<file path="src/rtl/sspq_pkg.sv">
// ----------------------------------------------------------------------------
// sspq_pkg: shared definitions of the stable sorted priority queue
// Entry layout, status codes, sequencer states and the default depth.
// ----------------------------------------------------------------------------
`default_nettype none

package sspq_pkg;

  localparam int unsigned DefaultDepth = 16;

  localparam int unsigned IdW   = 32;
  localparam int unsigned TypeW = 4;
  localparam int unsigned TimeW = 32;
  localparam int unsigned OccW  = 5;

  typedef enum logic [1:0] {
    STATUS_OK    = 2'd0,
    STATUS_FULL  = 2'd1,
    STATUS_EMPTY = 2'd2
  } status_e;

  localparam logic CMD_PUSH = 1'b0;
  localparam logic CMD_POP  = 1'b1;

  typedef struct packed {
    logic [IdW-1:0]   id;
    logic [TypeW-1:0] etype;
    logic [TimeW-1:0] key;
  } entry_t;

  typedef enum logic [3:0] {
    ST_IDLE,
    ST_PUSH_RD,
    ST_PUSH_CMP,
    ST_PUSH_INS,
    ST_POP_RD,
    ST_POP_HEAD,
    ST_POP_NXT,
    ST_POP_MV,
    ST_FINISH
  } state_e;

endpackage

`default_nettype wire

</file>
<file path="src/rtl/stable_sorted_priority_queue_top.sv">
// ----------------------------------------------------------------------------
// stable_sorted_priority_queue_top: time-ordered event queue
// Sorted list in a single-port-write, registered-read memory, walked by a
// small sequencer with one key comparator.
// ----------------------------------------------------------------------------
// Each item is a push (insert event by time, behind equal times) or a pop
// (remove the least-time event), and yields one result with a status and the
// entry count after the operation. The block takes one item at a time. A
// push walks from the tail toward its slot, moving each later entry one slot
// back with a memory read, then a compare and write; a pop reads the head
// and moves the remaining entries one place toward the head. Rejected items
// (push on full, pop on empty) go straight to the finish state. A finished
// result waits in an output register, and the next item may be taken while
// it waits.
`default_nettype none

module stable_sorted_priority_queue_top #(
  parameter int unsigned DEPTH = sspq_pkg::DefaultDepth
) (
  input  wire logic                       clk_i,
  input  wire logic                       rst_ni,
  input  wire logic                       in_valid_i,
  output logic                            in_ready_o,
  input  wire logic                       cmd_i,
  input  wire logic [sspq_pkg::IdW-1:0]   event_id_i,
  input  wire logic [sspq_pkg::TypeW-1:0] event_type_i,
  input  wire logic [sspq_pkg::TimeW-1:0] event_time_i,
  output logic                            out_valid_o,
  input  wire logic                       out_ready_i,
  output logic [sspq_pkg::IdW-1:0]        out_id_o,
  output logic [sspq_pkg::TypeW-1:0]      out_type_o,
  output logic [sspq_pkg::TimeW-1:0]      out_time_o,
  output logic [1:0]                      status_o,
  output logic [sspq_pkg::OccW-1:0]       occupancy_o
);
  import sspq_pkg::*;

  localparam int unsigned IdxW = (DEPTH > 1) ? $clog2(DEPTH) : 1;
  localparam int unsigned CntW = $clog2(DEPTH + 1);
  localparam logic [CntW-1:0] DepthCnt = CntW'(DEPTH);
  localparam logic [CntW-1:0] One      = CntW'(1);

  state_e state_q, state_d;

  logic [CntW-1:0] count_q, count_d;
  logic [CntW-1:0] idx_q, idx_d;
  entry_t          ent_q, ent_d;
  entry_t          res_q, res_d;
  status_e         res_st_q, res_st_d;

  logic            out_valid_q;
  entry_t          out_ent_q;
  status_e         out_st_q;
  logic [OccW-1:0] out_occ_q;

  entry_t          mem [DEPTH];
  entry_t          rdata_q;
  logic [IdxW-1:0] rd_addr;
  logic [IdxW-1:0] wr_addr;
  entry_t          wr_data;
  logic            wr_en;

  logic            accept;
  logic            out_free;
  logic [CntW-1:0] idx_dec;
  logic [CntW-1:0] idx_inc;
  logic [31:0]     count_ext;

  assign accept    = in_valid_i && in_ready_o;
  assign out_free  = !out_valid_q || out_ready_i;
  assign idx_dec   = idx_q - One;
  assign idx_inc   = idx_q + One;
  assign count_ext = 32'(count_q);

  assign in_ready_o = (state_q == ST_IDLE);

  // Next state.
  always_comb begin
    state_d = state_q;
    unique case (state_q)
      ST_IDLE: begin
        if (in_valid_i) begin
          if (cmd_i == CMD_PUSH) begin
            if (count_q == DepthCnt) begin
              state_d = ST_FINISH;
            end else if (count_q == '0) begin
              state_d = ST_PUSH_INS;
            end else begin
              state_d = ST_PUSH_RD;
            end
          end else begin
            state_d = (count_q == '0) ? ST_FINISH : ST_POP_RD;
          end
        end
      end
      ST_PUSH_RD:  state_d = ST_PUSH_CMP;
      ST_PUSH_CMP: begin
        if (rdata_q.key > ent_q.key) begin
          state_d = (idx_q == One) ? ST_PUSH_INS : ST_PUSH_RD;
        end else begin
          state_d = ST_FINISH;
        end
      end
      ST_PUSH_INS: state_d = ST_FINISH;
      ST_POP_RD:   state_d = ST_POP_HEAD;
      ST_POP_HEAD: state_d = (count_q == One) ? ST_FINISH : ST_POP_NXT;
      ST_POP_NXT:  state_d = ST_POP_MV;
      ST_POP_MV:   state_d = (idx_inc == count_q) ? ST_FINISH : ST_POP_NXT;
      ST_FINISH:   state_d = out_free ? ST_IDLE : ST_FINISH;
      default:     state_d = ST_IDLE;
    endcase
  end

  // Datapath control.
  always_comb begin
    count_d  = count_q;
    idx_d    = idx_q;
    ent_d    = ent_q;
    res_d    = res_q;
    res_st_d = res_st_q;
    rd_addr  = '0;
    wr_en    = 1'b0;
    wr_addr  = idx_q[IdxW-1:0];
    wr_data  = ent_q;
    unique case (state_q)
      ST_IDLE: begin
        ent_d    = '{id: event_id_i, etype: event_type_i, key: event_time_i};
        res_d    = '0;
        res_st_d = STATUS_OK;
        idx_d    = count_q;
        if (cmd_i == CMD_PUSH) begin
          if (count_q == DepthCnt) begin
            res_st_d = STATUS_FULL;
          end
        end else if (count_q == '0) begin
          res_st_d = STATUS_EMPTY;
        end
      end
      ST_PUSH_RD: begin
        rd_addr = idx_dec[IdxW-1:0];
      end
      ST_PUSH_CMP: begin
        wr_en = 1'b1;
        if (rdata_q.key > ent_q.key) begin
          // Stored entry is later than the new one: move it one slot back.
          wr_data = rdata_q;
          idx_d   = idx_dec;
        end else begin
          count_d = count_q + One;
        end
      end
      ST_PUSH_INS: begin
        wr_en   = 1'b1;
        count_d = count_q + One;
      end
      ST_POP_RD: begin
        rd_addr = '0;
      end
      ST_POP_HEAD: begin
        res_d = rdata_q;
        idx_d = One;
        if (count_q == One) begin
          count_d = '0;
        end
      end
      ST_POP_NXT: begin
        rd_addr = idx_q[IdxW-1:0];
      end
      ST_POP_MV: begin
        wr_en   = 1'b1;
        wr_addr = idx_dec[IdxW-1:0];
        wr_data = rdata_q;
        idx_d   = idx_inc;
        if (idx_inc == count_q) begin
          count_d = count_q - One;
        end
      end
      ST_FINISH: begin
      end
      default: begin
      end
    endcase
  end

  always_ff @(posedge clk_i) begin
    if (wr_en) begin
      mem[wr_addr] <= wr_data;
    end
    rdata_q <= mem[rd_addr];
  end

  always_ff @(posedge clk_i or negedge rst_ni) begin
    if (!rst_ni) begin
      state_q     <= ST_IDLE;
      count_q     <= '0;
      out_valid_q <= 1'b0;
    end else begin
      state_q <= state_d;
      count_q <= count_d;
      if (state_q == ST_FINISH && out_free) begin
        out_valid_q <= 1'b1;
      end else if (out_ready_i) begin
        out_valid_q <= 1'b0;
      end
    end
  end

  always_ff @(posedge clk_i) begin
    idx_q    <= idx_d;
    res_q    <= res_d;
    res_st_q <= res_st_d;
    if (accept) begin
      ent_q <= ent_d;
    end
    if (state_q == ST_FINISH && out_free) begin
      out_ent_q <= res_q;
      out_st_q  <= res_st_q;
      out_occ_q <= count_ext[OccW-1:0];
    end
  end

  assign out_valid_o = out_valid_q;
  assign out_id_o    = out_ent_q.id;
  assign out_type_o  = out_ent_q.etype;
  assign out_time_o  = out_ent_q.key;
  assign status_o    = out_st_q;
  assign occupancy_o = out_occ_q;

endmodule

`default_nettype wire
</file>
<file path="config.mk">
export PLATFORM = sky130hd
export DESIGN_NAME = stable_sorted_priority_queue_top
export DESIGN_NICKNAME = d
export VERILOG_FILES = /design/src/rtl/sspq_pkg.sv /design/src/rtl/stable_sorted_priority_queue_top.sv
export SDC_FILE = /design/constraint.sdc
export NUM_CORES = 2
export LEC_CHECK = 0
export BUFFER_PORTS_ARGS = -buffer_cell sky130_fd_sc_hd__buf_4
export CAP_MARGIN = 20
export CELL_PAD_IN_SITES_DETAIL_PLACEMENT = 1
export CELL_PAD_IN_SITES_GLOBAL_PLACEMENT = 1
export CORE_MARGIN = 2
export CORE_UTILIZATION = 40
export DETAILED_ROUTE_END_ITERATION = 16
export PLACE_DENSITY = 0.68
export SYNTH_ARGS = -nofsm -noshare
export SYNTH_HDL_FRONTEND = slang
export SYNTH_SLANG_ARGS = --single-unit
</file>
<file path="constraint.sdc">
create_clock -name clk_i -period 7.6 [get_ports clk_i]
set_input_delay 2.28 -clock clk_i [delete_from_list [all_inputs] [get_ports clk_i]]
set_output_delay 2.28 -clock clk_i [all_outputs]
set_load 0.01 [all_outputs]
</file>
==> flow_summary.toml <==
[outcome]
outcome = "finished clean"

[critical_path]
reg2reg_depth = 7
crit_type = "flip-flop to flip-flop"
arrival_ps = 5060
required_ps = 7980
critPathCaptureType = "flip-flop"
crit_fanout = 50
startpoint_type = "flip-flop"

[drt]
via_per_inst = 5.53
vias = 25870
avgRoutedWirePerCell_um = 27.7
routed_wl_um = 130000
first_pass_iters = 5
ant_nets = 0
drc = 0
drt_iter0_drc = 2290

[clock_network]
ctsResizeCount = 0
clk_pin_slew_ps = 60
cts_hold_buffers = 0
postCtsSetupRepairBufs = 0
cts.htree.levels = 4
root_buffer = "clkbuf_16"
numCtsBuffers = 139
clockBufferDepth = 3
cts.sinks = 1384
insertion_delay_ps = 760
cts_tree = "yes"

[logic_synthesis]
synth_nets = 2698
synth_top_area_frac = 0.745
synthTopCellsByArea = "edfxtp_1, mux4_2, dfxtp_1"
synth_area_sq_um = 52600
synth_top_cell_by_area = "edfxtp_1"
ys_warn_count = 0
postSynthCellCount = 2586
synth_cell_types = 68
seq_area_frac_synth = 0.776
synth-seq-cells = 1384
synth_edf_count = 1306
synthArstFlopShare = 0.00723
synth_area_per_cell_sq_um = 20.4
synthFlopType = "edfxtp_1"

[cells_and_area]
syn_to_final_growth_pct = 15.3
nNetsFinal = 2922
final_cells = 4679
final_common_cell = "edfxtp_1"
drive_gt1_frac = 0.264
fill_cells = 12033
most-common-layout-cells = "edfxtp_1, mux4_2, buf_4"
design_area_sq_um = 60700

[min_path]
min-delay-path-class = "flip-flop to flip-flop"
min_path_cells = 0

[place]
port-buffer-count = 149
dpl.hpwl_um = 66900
place_congestion = 0.798
dpl-instance-area_sq_um = 56100
post-place-ws_ps = 2830
place_inst = 4422

[sta]
tns_ps = 0
setup_slack_ps = 2920
hold_viol = 0
skew_ps = 23.2
timing.final.crit_share = 0.616
slew_headroom = 0.237
grt_setup_unrepaired = "no"
tightest_slew_ps = 1140
final-max-slew-violation-count = 0
setup_viol = 0
layout_min_cycle_time_ps = 4680
max_freq_mhz = 214

[global_routing]
grt_max_degree = 137
grt_pass1_vias = 28176
antenna_found_initial = 4
grt_pass1_wl_um = 191000
grt-ovfl-total = 0
gr-usage-all-layers = 0.193

[power]
p_leak_nw = 19.3
irDropWorstVdd_v = 0.000256
fin_total_pwr_mw = 23.0
power_density_nw_per_um2 = 380

[floorplan]
die_w_um = 367
dieArea_sq_um = 135000
core_region_area_sq_um = 131000
start_util = 0.402
ios = 150
die_h_um = 367
rows = 133

[job]
maxCapViolCount = 0
## routing by layer
layer  vias up  wire length (um)  track usage
met1     13948             55300        0.262
met4         0              2870       0.0559
li1      10900                 -            -
met5         -                 0            0
met2       827             63700        0.321
met3       195              7620       0.0352
## per-stage QoR
stage | util | hold slack (ps)
floorplan | - | 400
global placement | 0.427 | 403
detailed placement | 0.428 | 406
CTS | 0.463 | 420
global route | 0.463 | 425
finish | 0.463 | 415
## synth_stat cells (all sizes together) (3+ instances only)
cell	instances
a211oi	72
a21o	3
a21oi	21
a22oi	5
a31oi	72
and2	138
buf	84
clkbuf	50
dfrtp	10
dfxtp	68
edfxtp	1306
ha	39
inv	41
mux2	37
mux4	272
nand2	190
nand2b	3
nand3	12
nand4	9
nor2	39
nor2b	3
nor3	8
nor4	6
o21ai	43
o22ai	3
o31a	3
or2	5
xnor2	5
xor2	6
## final timing paths
kind,slack [ps],endpoint,start
hold / removal,410,out_id_o[6],res_q[42]
min in group asynchronous,1360,state_q[3],rst_ni
max in group asynchronous,6090,count_q[0],rst_ni
setup / recovery,2920,mem[5][39],state_q[3]
setup reg to reg,2920,mem[5][39],state_q[3]
hold reg to reg,410,out_id_o[6],res_q[42]
## layout make-up
cell class              instances  area, sq um  area share
clock buffers                 193         3970      0.0654
well taps                    1755         2200      0.0362
flip-flops and latches       1384        40800       0.673
diodes                          1         2.50   0.0000412
inverters                      41          154     0.00254
repair buffers                217         1850      0.0305
clock inverters                61          649      0.0107
multi-input cells            1027        11000       0.182
## power breakdown
group / leakage (nW) / internal, mW / switching (mW)
Sequential: 12.6 / 10.1 / 0.433
Combinational: 4.44 / 2.15 / 3.48
Clock: 2.27 / 4.06 / 2.84
Total: 19.3 / 16.3 / 6.75
## flip-flops by register name, summed over array words and instances (netlist names)
signal       flops
mem           1088
ent_q           68
rdata_q         68
res_q           68
out_id_o        32
out_time_o      32
count_q          5
idx_q            5
occupancy_o      5
out_type_o       4
state_q          4
res_st_q         2
status_o         2
out_valid_o      1
## logic make-up after synthesis
family                   share of synthesized area
XOR/XNOR                                   0.00197
AO/OA/AOI/OAI                               0.0310
multiplexers                                 0.125
adder cells (fa/ha/maj)                    0.00927
buffers and inverters                       0.0179
flip-flops                                   0.776
AND/OR/NAND/NOR                             0.0395
## critical path, cell delays in order (launching register included)
cell      delay [ps]
dfrtp_1          630
nor2_1           600
nand2_1          440
inv_1            450
ha_1             350
nand2b_1         360
nor2_4           950
buf_12           500
No activity file was read; power rests on OpenSTA's default activity.
